**config.mk**
```make
export PLATFORM = sky130hd
export DESIGN_NAME = gatb_ctrl
export DESIGN_NICKNAME = d
export VERILOG_FILES = /design/src/sv/gatb_pkg.sv /design/src/sv/gatb_mix.sv /design/src/sv/gatb_ctrl.sv
export SDC_FILE = /design/constraint.sdc
export NUM_CORES = 1
export LEC_CHECK = 0
export BUFFER_PORTS_ARGS = -buffer_cell sky130_fd_sc_hd__buf_2
export CAP_MARGIN = 40
export CORE_ASPECT_RATIO = 1.2
export CORE_MARGIN = 8
export CORE_UTILIZATION = 30
export CTS_CLUSTER_SIZE = 12
export DETAILED_ROUTE_END_ITERATION = 10
export PLACE_DENSITY = 0.5
export SETUP_SLACK_MARGIN = 0.15
export SYNTH_ARGS = -nofsm -noshare
export SYNTH_HDL_FRONTEND = slang
export SYNTH_SLANG_ARGS = --single-unit
```
**constraint.sdc**
```tcl
create_clock -name aclk -period 24.3 [get_ports aclk]
set_input_delay 4.86 -clock aclk [delete_from_list [all_inputs] [get_ports aclk]]
set_output_delay 4.86 -clock aclk [all_outputs]
set_load 0.1 [all_outputs]
```
**src/sv/gatb_pkg.sv**
```systemverilog
// ----------------------------------------------------------------------------
// gatb_pkg
// Shared types and constants of the tournament breeder: field widths, command
// codes, sequencer states and the request bundle to the population store.
// ----------------------------------------------------------------------------
package gatb_pkg;

    localparam int SLOT_W   = 8;
    localparam int RATING_W = 32;
    localparam int CHR_W    = 64;
    localparam int DRAWS_W  = 24;
    localparam int POS_W    = 6;
    localparam int MODE_W   = 2;

    localparam int NUM_SLOTS_DEF  = 256;
    localparam int GENE_BITS_DEF  = 64;
    localparam int TOURNAMENT_DEF = 3;

    typedef enum logic [MODE_W-1:0] {
        MODE_LOAD  = 2'd0,
        MODE_READ  = 2'd1,
        MODE_BREED = 2'd2
    } mode_t;

    typedef enum logic [3:0] {
        ST_IDLE,
        ST_LD_WR,
        ST_LD_A1,
        ST_LD_C1,
        ST_LD_C2,
        ST_RD,
        ST_RD_C,
        ST_BR_ISS,
        ST_BR_CMP,
        ST_BR_CHA,
        ST_BR_CHB,
        ST_FIN_A,
        ST_FIN_C,
        ST_OUT
    } state_t;

    typedef struct packed {
        logic                      wr_en;
        logic [SLOT_W-1:0]         wr_addr;
        logic signed [RATING_W-1:0] wr_rating;
        logic [SLOT_W-1:0]         chr_rd_addr;
        logic [SLOT_W-1:0]         rat_rd_addr;
    } store_req_t;

endpackage

```
**src/sv/gatb_mix.sv**
```systemverilog
// ----------------------------------------------------------------------------
// gatb_mix
// Crossover and mutation: when do_cross is set, swaps the bits below the
// crossover point between the two parents; flips one bit in each selected child.
// ----------------------------------------------------------------------------
module gatb_mix #(
    parameter int GENE_BITS = gatb_pkg::GENE_BITS_DEF
) (
    input  logic [GENE_BITS-1:0]           parent_a,
    input  logic [GENE_BITS-1:0]           parent_b,
    input  logic                           do_cross,
    input  logic [gatb_pkg::POS_W-1:0]     cross_point,
    input  logic                           mutate_a,
    input  logic [gatb_pkg::POS_W-1:0]     mutate_a_pos,
    input  logic                           mutate_b,
    input  logic [gatb_pkg::POS_W-1:0]     mutate_b_pos,
    output logic [GENE_BITS-1:0]           child_a,
    output logic [GENE_BITS-1:0]           child_b
);
    import gatb_pkg::*;

    localparam logic [POS_W-1:0] PT_MAX  = POS_W'(GENE_BITS - 2);
    localparam logic [POS_W-1:0] POS_MAX = POS_W'(GENE_BITS - 1);

    logic [POS_W-1:0]      pt;
    logic [POS_W-1:0]      pa;
    logic [POS_W-1:0]      pb;
    logic [GENE_BITS-1:0]  low_mask;
    logic [GENE_BITS-1:0]  xa;
    logic [GENE_BITS-1:0]  xb;

    always_comb begin
        pt = (cross_point > PT_MAX) ? PT_MAX : cross_point;
        pa = (mutate_a_pos > POS_MAX) ? POS_MAX : mutate_a_pos;
        pb = (mutate_b_pos > POS_MAX) ? POS_MAX : mutate_b_pos;
        low_mask = (GENE_BITS'(1) << pt) - GENE_BITS'(1);
        if (do_cross) begin
            xa = (parent_a & ~low_mask) | (parent_b & low_mask);
            xb = (parent_b & ~low_mask) | (parent_a & low_mask);
        end else begin
            xa = parent_a;
            xb = parent_b;
        end
        child_a = mutate_a ? (xa ^ (GENE_BITS'(1) << pa)) : xa;
        child_b = mutate_b ? (xb ^ (GENE_BITS'(1) << pb)) : xb;
    end

endmodule

```
**src/sv/gatb_ctrl.sv**
```systemverilog
// ----------------------------------------------------------------------------
// gatb_ctrl
// Sequencer of the breeder: walks loads, reads and breeds through the store's
// read ports, comparing ratings as they are read, keeps the elite list and
// holds the result item until it is taken.
// ----------------------------------------------------------------------------
module gatb_ctrl #(
    parameter int NUM_SLOTS  = gatb_pkg::NUM_SLOTS_DEF,
    parameter int GENE_BITS  = gatb_pkg::GENE_BITS_DEF,
    parameter int TOURNAMENT = gatb_pkg::TOURNAMENT_DEF
) (
    input  logic                                   aclk,
    input  logic                                   aresetn,
    input  logic                                   s_valid,
    output logic                                   s_ready,
    input  logic [gatb_pkg::MODE_W-1:0]            s_mode,
    input  logic [gatb_pkg::SLOT_W-1:0]            s_slot,
    input  logic [gatb_pkg::CHR_W-1:0]             s_chromosome,
    input  logic signed [gatb_pkg::RATING_W-1:0]   s_rating,
    input  logic [gatb_pkg::DRAWS_W-1:0]           s_draws_a,
    input  logic [gatb_pkg::DRAWS_W-1:0]           s_draws_b,
    input  logic                                   s_do_cross,
    input  logic [gatb_pkg::POS_W-1:0]             s_cross_point,
    input  logic                                   s_mutate_a,
    input  logic [gatb_pkg::POS_W-1:0]             s_mutate_a_pos,
    input  logic                                   s_mutate_b,
    input  logic [gatb_pkg::POS_W-1:0]             s_mutate_b_pos,
    output logic                                   m_valid,
    input  logic                                   m_ready,
    output logic [gatb_pkg::CHR_W-1:0]             m_child_a,
    output logic [gatb_pkg::CHR_W-1:0]             m_child_b,
    output logic [gatb_pkg::SLOT_W-1:0]            m_winner_a,
    output logic [gatb_pkg::SLOT_W-1:0]            m_winner_b,
    output logic [gatb_pkg::SLOT_W-1:0]            m_elite_first,
    output logic [gatb_pkg::SLOT_W-1:0]            m_elite_second,
    output logic signed [gatb_pkg::RATING_W-1:0]   m_elite_rating,
    output gatb_pkg::store_req_t                   req,
    output logic [GENE_BITS-1:0]                   wr_chromosome,
    input  logic [GENE_BITS-1:0]                   chr_q,
    input  logic signed [gatb_pkg::RATING_W-1:0]   rat_q
);
    import gatb_pkg::*;

    localparam logic [SLOT_W:0]   POP_LIM = (SLOT_W + 1)'(NUM_SLOTS);
    localparam logic [SLOT_W-1:0] IDX_MAX = SLOT_W'(NUM_SLOTS - 1);
    localparam logic [1:0]        K_LAST  = 2'(TOURNAMENT - 1);

    state_t                      state_reg, state_next;
    logic                        m_valid_reg, m_valid_next;
    logic [SLOT_W-1:0]           best_reg, best_next;
    logic [SLOT_W-1:0]           runner_reg, runner_next;
    logic                        par_reg, par_next;
    logic [1:0]                  k_reg, k_next;

    logic [MODE_W-1:0]           mode_reg, mode_next;
    logic [SLOT_W-1:0]           slot_reg, slot_next;
    logic [GENE_BITS-1:0]        chr_in_reg, chr_in_next;
    logic signed [RATING_W-1:0]  rating_in_reg, rating_in_next;
    logic [DRAWS_W-1:0]          draws_a_reg, draws_a_next;
    logic [DRAWS_W-1:0]          draws_b_reg, draws_b_next;
    logic                        do_cross_reg, do_cross_next;
    logic [POS_W-1:0]            cross_point_reg, cross_point_next;
    logic                        mut_a_reg, mut_a_next;
    logic [POS_W-1:0]            mut_a_pos_reg, mut_a_pos_next;
    logic                        mut_b_reg, mut_b_next;
    logic [POS_W-1:0]            mut_b_pos_reg, mut_b_pos_next;
    logic                        gt_reg, gt_next;
    logic signed [RATING_W-1:0]  win_rat_reg, win_rat_next;
    logic [SLOT_W-1:0]           win_a_reg, win_a_next;
    logic [SLOT_W-1:0]           win_b_reg, win_b_next;
    logic [GENE_BITS-1:0]        ca_reg, ca_next;
    logic [GENE_BITS-1:0]        cb_reg, cb_next;
    logic signed [RATING_W-1:0]  elite_rat_reg, elite_rat_next;

    logic [CHR_W-1:0]            out_a_reg, out_a_next;
    logic [CHR_W-1:0]            out_b_reg, out_b_next;
    logic [SLOT_W-1:0]           out_wa_reg, out_wa_next;
    logic [SLOT_W-1:0]           out_wb_reg, out_wb_next;
    logic [SLOT_W-1:0]           out_ef_reg, out_ef_next;
    logic [SLOT_W-1:0]           out_es_reg, out_es_next;
    logic signed [RATING_W-1:0]  out_er_reg, out_er_next;

    logic [GENE_BITS-1:0]        mix_a;
    logic [GENE_BITS-1:0]        mix_b;
    logic [SLOT_W-1:0]           cand;
    logic                        nxt_par;
    logic [1:0]                  nxt_k;
    logic                        slot_ok;

    function automatic logic [SLOT_W-1:0] draw_pick(input logic [DRAWS_W-1:0] d,
                                                    input logic [1:0] k);
        logic [SLOT_W-1:0] b;
        case (k)
            2'd0:    b = d[7:0];
            2'd1:    b = d[15:8];
            default: b = d[23:16];
        endcase
        return ({1'b0, b} >= POP_LIM) ? IDX_MAX : b;
    endfunction

    gatb_mix #(
        .GENE_BITS (GENE_BITS)
    ) u_mix (
        .parent_a     (ca_reg),
        .parent_b     (cb_reg),
        .do_cross     (do_cross_reg),
        .cross_point  (cross_point_reg),
        .mutate_a     (mut_a_reg),
        .mutate_a_pos (mut_a_pos_reg),
        .mutate_b     (mut_b_reg),
        .mutate_b_pos (mut_b_pos_reg),
        .child_a      (mix_a),
        .child_b      (mix_b)
    );

    always_ff @(posedge aclk) begin
        if (!aresetn) begin
            state_reg   <= ST_IDLE;
            m_valid_reg <= 1'b0;
            best_reg    <= '0;
            runner_reg  <= '0;
            par_reg     <= 1'b0;
            k_reg       <= '0;
        end else begin
            state_reg   <= state_next;
            m_valid_reg <= m_valid_next;
            best_reg    <= best_next;
            runner_reg  <= runner_next;
            par_reg     <= par_next;
            k_reg       <= k_next;
        end
    end

    always_ff @(posedge aclk) begin
        mode_reg        <= mode_next;
        slot_reg        <= slot_next;
        chr_in_reg      <= chr_in_next;
        rating_in_reg   <= rating_in_next;
        draws_a_reg     <= draws_a_next;
        draws_b_reg     <= draws_b_next;
        do_cross_reg    <= do_cross_next;
        cross_point_reg <= cross_point_next;
        mut_a_reg       <= mut_a_next;
        mut_a_pos_reg   <= mut_a_pos_next;
        mut_b_reg       <= mut_b_next;
        mut_b_pos_reg   <= mut_b_pos_next;
        gt_reg          <= gt_next;
        win_rat_reg     <= win_rat_next;
        win_a_reg       <= win_a_next;
        win_b_reg       <= win_b_next;
        ca_reg          <= ca_next;
        cb_reg          <= cb_next;
        elite_rat_reg   <= elite_rat_next;
        out_a_reg       <= out_a_next;
        out_b_reg       <= out_b_next;
        out_wa_reg      <= out_wa_next;
        out_wb_reg      <= out_wb_next;
        out_ef_reg      <= out_ef_next;
        out_es_reg      <= out_es_next;
        out_er_reg      <= out_er_next;
    end

    always_comb begin
        state_next       = state_reg;
        m_valid_next     = m_valid_reg;
        best_next        = best_reg;
        runner_next      = runner_reg;
        par_next         = par_reg;
        k_next           = k_reg;
        mode_next        = mode_reg;
        slot_next        = slot_reg;
        chr_in_next      = chr_in_reg;
        rating_in_next   = rating_in_reg;
        draws_a_next     = draws_a_reg;
        draws_b_next     = draws_b_reg;
        do_cross_next    = do_cross_reg;
        cross_point_next = cross_point_reg;
        mut_a_next       = mut_a_reg;
        mut_a_pos_next   = mut_a_pos_reg;
        mut_b_next       = mut_b_reg;
        mut_b_pos_next   = mut_b_pos_reg;
        gt_next          = gt_reg;
        win_rat_next     = win_rat_reg;
        win_a_next       = win_a_reg;
        win_b_next       = win_b_reg;
        ca_next          = ca_reg;
        cb_next          = cb_reg;
        elite_rat_next   = elite_rat_reg;
        out_a_next       = out_a_reg;
        out_b_next       = out_b_reg;
        out_wa_next      = out_wa_reg;
        out_wb_next      = out_wb_reg;
        out_ef_next      = out_ef_reg;
        out_es_next      = out_es_reg;
        out_er_next      = out_er_reg;

        req.wr_en       = 1'b0;
        req.wr_addr     = slot_reg;
        req.wr_rating   = rating_in_reg;
        req.chr_rd_addr = slot_reg;
        req.rat_rd_addr = best_reg;

        s_ready = (state_reg == ST_IDLE);
        slot_ok = ({1'b0, s_slot} < POP_LIM);
        cand    = draw_pick(par_reg ? draws_b_reg : draws_a_reg, k_reg);
        if (k_reg == K_LAST) begin
            nxt_par = 1'b1;
            nxt_k   = '0;
        end else begin
            nxt_par = par_reg;
            nxt_k   = k_reg + 2'd1;
        end

        if (m_valid_reg && m_ready) begin
            m_valid_next = 1'b0;
        end

        case (state_reg)
            ST_IDLE: begin
                if (s_valid) begin
                    mode_next        = s_mode;
                    slot_next        = s_slot;
                    chr_in_next      = s_chromosome[GENE_BITS-1:0];
                    rating_in_next   = s_rating;
                    draws_a_next     = s_draws_a;
                    draws_b_next     = s_draws_b;
                    do_cross_next    = s_do_cross;
                    cross_point_next = s_cross_point;
                    mut_a_next       = s_mutate_a;
                    mut_a_pos_next   = s_mutate_a_pos;
                    mut_b_next       = s_mutate_b;
                    mut_b_pos_next   = s_mutate_b_pos;
                    par_next         = 1'b0;
                    k_next           = '0;
                    case (s_mode)
                        MODE_LOAD:  state_next = slot_ok ? ST_LD_WR : ST_FIN_A;
                        MODE_READ:  state_next = ST_RD;
                        MODE_BREED: state_next = ST_BR_ISS;
                        default:    state_next = ST_FIN_A;
                    endcase
                end
            end
            ST_LD_WR: begin
                req.wr_en = 1'b1;
                if (slot_reg == '0) begin
                    best_next   = '0;
                    runner_next = '0;
                end
                state_next = ST_LD_A1;
            end
            ST_LD_A1: begin
                req.rat_rd_addr = runner_reg;
                state_next      = ST_LD_C1;
            end
            ST_LD_C1: begin
                req.rat_rd_addr = best_reg;
                gt_next         = rating_in_reg > rat_q;
                state_next      = ST_LD_C2;
            end
            ST_LD_C2: begin
                if (gt_reg) begin
                    if (rating_in_reg > rat_q) begin
                        runner_next = best_reg;
                        best_next   = slot_reg;
                    end else begin
                        runner_next = slot_reg;
                    end
                end
                state_next = ST_FIN_A;
            end
            ST_RD: begin
                req.chr_rd_addr = slot_reg;
                req.rat_rd_addr = best_reg;
                state_next      = ST_RD_C;
            end
            ST_RD_C: begin
                ca_next        = ({1'b0, slot_reg} < POP_LIM) ? chr_q : '0;
                elite_rat_next = rat_q;
                state_next     = ST_OUT;
            end
            ST_BR_ISS: begin
                req.rat_rd_addr = cand;
                state_next      = ST_BR_CMP;
            end
            ST_BR_CMP: begin
                if (k_reg == '0 || rat_q > win_rat_reg) begin
                    win_rat_next = rat_q;
                    if (par_reg) begin
                        win_b_next = cand;
                    end else begin
                        win_a_next = cand;
                    end
                end
                req.rat_rd_addr = draw_pick(nxt_par ? draws_b_reg : draws_a_reg, nxt_k);
                req.chr_rd_addr = win_a_reg;
                par_next        = nxt_par;
                k_next          = nxt_k;
                if (par_reg && k_reg == K_LAST) begin
                    state_next = ST_BR_CHA;
                end
            end
            ST_BR_CHA: begin
                ca_next         = chr_q;
                req.chr_rd_addr = win_b_reg;
                req.rat_rd_addr = best_reg;
                state_next      = ST_BR_CHB;
            end
            ST_BR_CHB: begin
                cb_next        = chr_q;
                elite_rat_next = rat_q;
                state_next     = ST_OUT;
            end
            ST_FIN_A: begin
                req.rat_rd_addr = best_reg;
                state_next      = ST_FIN_C;
            end
            ST_FIN_C: begin
                elite_rat_next = rat_q;
                state_next     = ST_OUT;
            end
            ST_OUT: begin
                if (!m_valid_reg || m_ready) begin
                    out_a_next   = '0;
                    out_b_next   = '0;
                    out_wa_next  = '0;
                    out_wb_next  = '0;
                    case (mode_reg)
                        MODE_READ: begin
                            out_a_next = CHR_W'(ca_reg);
                        end
                        MODE_BREED: begin
                            out_a_next  = CHR_W'(mix_a);
                            out_b_next  = CHR_W'(mix_b);
                            out_wa_next = win_a_reg;
                            out_wb_next = win_b_reg;
                        end
                        default: begin
                        end
                    endcase
                    out_ef_next  = best_reg;
                    out_es_next  = runner_reg;
                    out_er_next  = elite_rat_reg;
                    m_valid_next = 1'b1;
                    state_next   = ST_IDLE;
                end
            end
            default: begin
                state_next = ST_IDLE;
            end
        endcase
    end

    assign wr_chromosome  = chr_in_reg;
    assign m_valid        = m_valid_reg;
    assign m_child_a      = out_a_reg;
    assign m_child_b      = out_b_reg;
    assign m_winner_a     = out_wa_reg;
    assign m_winner_b     = out_wb_reg;
    assign m_elite_first  = out_ef_reg;
    assign m_elite_second = out_es_reg;
    assign m_elite_rating = out_er_reg;

endmodule
```
### After elaboration in Yosys (flattened, before gate mapping)

Index checks and enable logic that the tools add are counted.

* $add $sub $neg: 2
* order comparisons: 5
* equality and inequality tests: 26
* shift operators: 3
* muxes and demuxes: 36
* bitwise operators: 10
* reductions and logical operators: 23

Operators with widths (count)
* $and A64 B64 Y64: 4
* $mux W64: 4
* $shl A1 B6 Y64 const A: 3
* $or A64 B64 Y64: 2
* $pmux W64 S2: 1
* $xor A64 B64 Y64: 2
* $pmux W8 S2: 5
* $gt A32 B32 Y1: 2
* $not A64 Y64: 1
* $sub A64 B2 Y64 const B: 1
* $mux W24: 2
* $pmux W4 S12: 1
* $mux W8: 5
* $eq A4 B4 Y1 const B: 6
* $pmux W8 S3: 1
* $gt A6 B6 Y1 const B: 3
* $mux W6: 3
* $eq A4 B3 Y1 const B: 4
* $mux W4: 3
* $ne A2 B2 Y1 const B: 6
* $pmux W4 S3: 1
* $reduce_and A3 Y1: 4
* $eq A2 B1 Y1 const B: 4
* $eq A4 B2 Y1 const B: 2
* other kinds (19): 35

* bits in registers: 600
* input bits: 275
* output and inout port bits: 315
* word-level logic and storage cells: 137

### Depth between registers and ports, before layout

* depth after elaboration: 11
* gate-level depth with buffers: 16
* depth with buffers taken out: 12

### Cells and area by module

From an unflattened synthesis, not the netlist that was laid out.

* cell total of the unflattened synthesis: 2098
* area total of the unflattened synthesis: 27697.8 um^2

By module, submodules not included
* gatb_ctrl: times used 1, cells each 1352, area an instance 22786.9 um^2, sequential area each 17777.0 um^2
* gatb_mix: times used 1, cells each 746, area an instance 4911.0 um^2, sequential area each 0.0 um^2

### Worst setup path before layout

Ideal clock, no wire load.

* kind: input-to-reg
* start point: input m_ready
* end point: register out_a_reg[0], in the netlist m_child_a[0] (enable)
* library setup time: 0.979 ns
* arrival time: 17.834 ns
* required time: 23.321 ns
* setup slack: 5.487 ns
* stages on the path: 2
* path buffers: 0
* cells stage by stage: nor2b_1 nor3_1

* word-level cells in the longest chain between the ends: 2

Ends and longest elaborated chain
* start: declaration: line gatb_ctrl.sv:29 `input logic m_ready,`
* $logic_or A1 B1 Y1: line gatb_ctrl.sv:322 `if (!m_valid_reg || m_ready) begin`
* $reduce_and A2 Y1 (no line)
* end signal: assignment: line gatb_ctrl.sv:154 `out_a_reg <= out_a_next;`
* end: declaration: line gatb_ctrl.sv:75 `logic [CHR_W-1:0] out_a_reg, out_a_next;`

Every way passes these cells.
A chain may end at the register's enable or synchronous reset.

==> run metrics <==
dpl hpwl 77.4 mm; gpl congestion 0.892; Starting Density 30.2%; # Post-CTS Setup Buffers 0; DRT iter0 DRCs 1461; vias in the first global route 21271; #FFs+latches synth 600; DRC violations left 0; Ys Warns 0; GRT Util Overall 18.8%; CP required 19.44 ns; busiest grt layer met2; final setup violation count 0; PwrDens 112 nW/um^2; clk_lat worst skew 0.62 ns; Final Max Tran Viols 0; Setup CP Type reg -> out; Final Hold Vio Count 0; min setup slack post-route 16.01 ns; First-pass DRT Iterations 5; Die ar. 103000 um^2; CTS H-tree lvls 3; Mapped Cells 2176; post-synth cell types 76; crit end category primary output; final core utilization 37.6%; P&R area growth vs syn 24.5%; vias per cell 4.99; Num CTS Buffers 70; met2 Use GR 32.8%; num ports 590; Max FO, Critical Path 29; detailed-route wire length per cell 24.7 um; sequential element share of the synthesized area 63.9%; initial antenna violation count 18; Die Height 350 um; share of post-route cells with drive strength above 1 27.7%; Max VDD drop 0.162 mV; CTS Root Buffer Type clkbuf_16; CTS resizes 0; share of flip-flops with an asynchronous set or reset 0%; Arrival @ worst endpoint 3.43 ns; Core Area 92000 um^2; CTS tree yes; grt total ovfl 0; post-synth net total 2520; Post-synth EDFFs 576; LEAKAGE 13.1 nW; status finished, final reports clean; Post-synth top flop edfxtp_1; pre-CTS setup slack 16.27 ns; Hold Buf Count CTS 0; largest net degree at the start of global routing 67; via count 20363; Final Critical Period 8.29 ns; Die W 294 um; clock skew 0.0235 ns; max_cap viols 0; final worst path period share 34.1%; clock-pin slew on the worst setup and hold paths 0.06 ns; CTS sink cnt 600; Mean Syn Cell Area 12.8 um^2; Worst Hold Class reg -> reg; met1 Use GR 21.7%; Max Clk Rate 121 MHz; crit start category register; RSZ-0062 raised after global routing no; Routed Antenna Nets 0; setup_tns 0 ns; Synth Cell Area 27800 um^2; global-route wire length before repair 143 mm; nets 3119; Worst slew margin 41.4%; row cnt 122; Worst-Margin Slew 0.880 ns; IO buf count 589; GR Util met3 5.19%; Max clock buf depth 3; Routed WL 101 mm
-- through the flow --
step           hold slack [ns]  area, um^2  power (mW)  instances
4_1_cts                  0.413       34600        3.93       4065
5_1_grt                  0.421       34600        4.05       4072
3_5_place_dp             0.405       32400        2.88       3941
3_3_place_gp             0.403       32100        2.85       3925
2_1_floorplan            0.400       27800        2.49       2176
6_report                 0.412       34600        3.89       4077
-- placed cells by master, fill, tap and decap left out, drive strengths merged, types with 9 or more instances in the layout --
master	instances
nand3	38
nand4	18
nor2	174
clkbuf	86
and2	58
clkinv	34
xnor2	36
a22oi	41
edfxtp	576
inv	77
mux2i	130
ha	69
o21a	11
a22o	9
xor2	59
o21ai	174
diode	10
nand2	142
dfxtp	24
a21oi	88
nor4	12
and3	66
a21o	15
a31oi	11
or2	10
nor3	54
or3	42
buf	628
mux4	16
nor2b	24
o22ai	9
nand2b	20
-- worst max-delay path, cell delays in order (launching register included) --
cell and delay, ns:
dfxtp_2 0.90, nor2b_1 0.11, buf_4 0.22, mux2i_1 0.13, a211oi_1 0.26, a21oi_1 0.06, o21ai_0 0.55, buf_2 0.55
-- path summary, 6_finish.rpt --
| kind | endpoint | depth (start not counted) | startpoint | slack, ns |
|---|---|---|---|---|
| hold reg to reg | m_elite_rating[30]$_DFFE_PP_ | 0 | elite_rat_reg[30]$_DFFE_PP_ | 0.41 |
| hold / removal | m_elite_rating[30]$_DFFE_PP_ | 0 | elite_rat_reg[30]$_DFFE_PP_ | 0.41 |
| setup reg to reg | m_child_b[18]$_SDFFCE_PP0P_ | 14 | cross_point_reg[3]$_DFFE_PP_ | 20.25 |
| setup / recovery | req[1] | 7 | par_reg$_SDFFE_PN0P_ | 16.01 |
-- cells by family (layout without fill, tap and decap cells) --
group	count (synthesis)	after routing	share of synthesized area, %
AOI/OAI and AO/OA	407	407	9.11
muxes	146	146	5.97
xor gates and xnor gates	95	95	2.99
adders and majority gates	69	69	3.10
DFF	600	600	63.9
and+or+nand+nor	679	679	12.3
buffers and inverters	180	831	2.64
other	0	10	0
-- routing by layer --
| layer | wire (um) | part of all wire (%) |
|---|---|---|
| met1 | 38800 | 39 |
| met2 | 49900 | 50 |
| met3 | 8360 | 8.3 |
| met4 | 3420 | 3.4 |
| met5 | 43 | 0.043 |
-- layout make-up --
class	count	area, um^2
inverters	77	294
flip-flops and latches	600	17800
multi-input cells	1396	9370
fillers	8983	57400
clock inverters	39	349
repair buffers	630	3390
well taps	1240	1550
clock buffers	85	1870
diodes	10	25.0
-- power breakdown --
| group | leakage, nW | total (mW) | switching (mW) | internal [mW] |
|---|---|---|---|---|
| clock | 1.09 | 1.03 | 0.439 | 0.594 |
| sequential | 5.47 | 1.46 | 0.111 | 1.35 |
| combinational | 6.55 | 1.40 | 1.08 | 0.319 |
-- Yosys cell counts, types with 41 or more instances --
| cell | count | area, um^2 |
|---|---|---|
| edfxtp_1 | 576 | 17300 |
| nor2_1 | 173 | 649 |
| nand2_1 | 142 | 533 |
| mux2i_1 | 130 | 1300 |
| o21ai_0 | 128 | 641 |
| a21oi_1 | 88 | 440 |
| clkbuf_1 | 76 | 285 |
| inv_1 | 76 | 285 |
| ha_1 | 69 | 863 |
| and3_1 | 66 | 413 |
| xor2_1 | 59 | 517 |
| and2_1 | 58 | 363 |
| nor3_1 | 52 | 260 |
| or3_1 | 42 | 263 |
| a22oi_1 | 41 | 308 |
No activity file was read; power rests on OpenSTA's default activity.
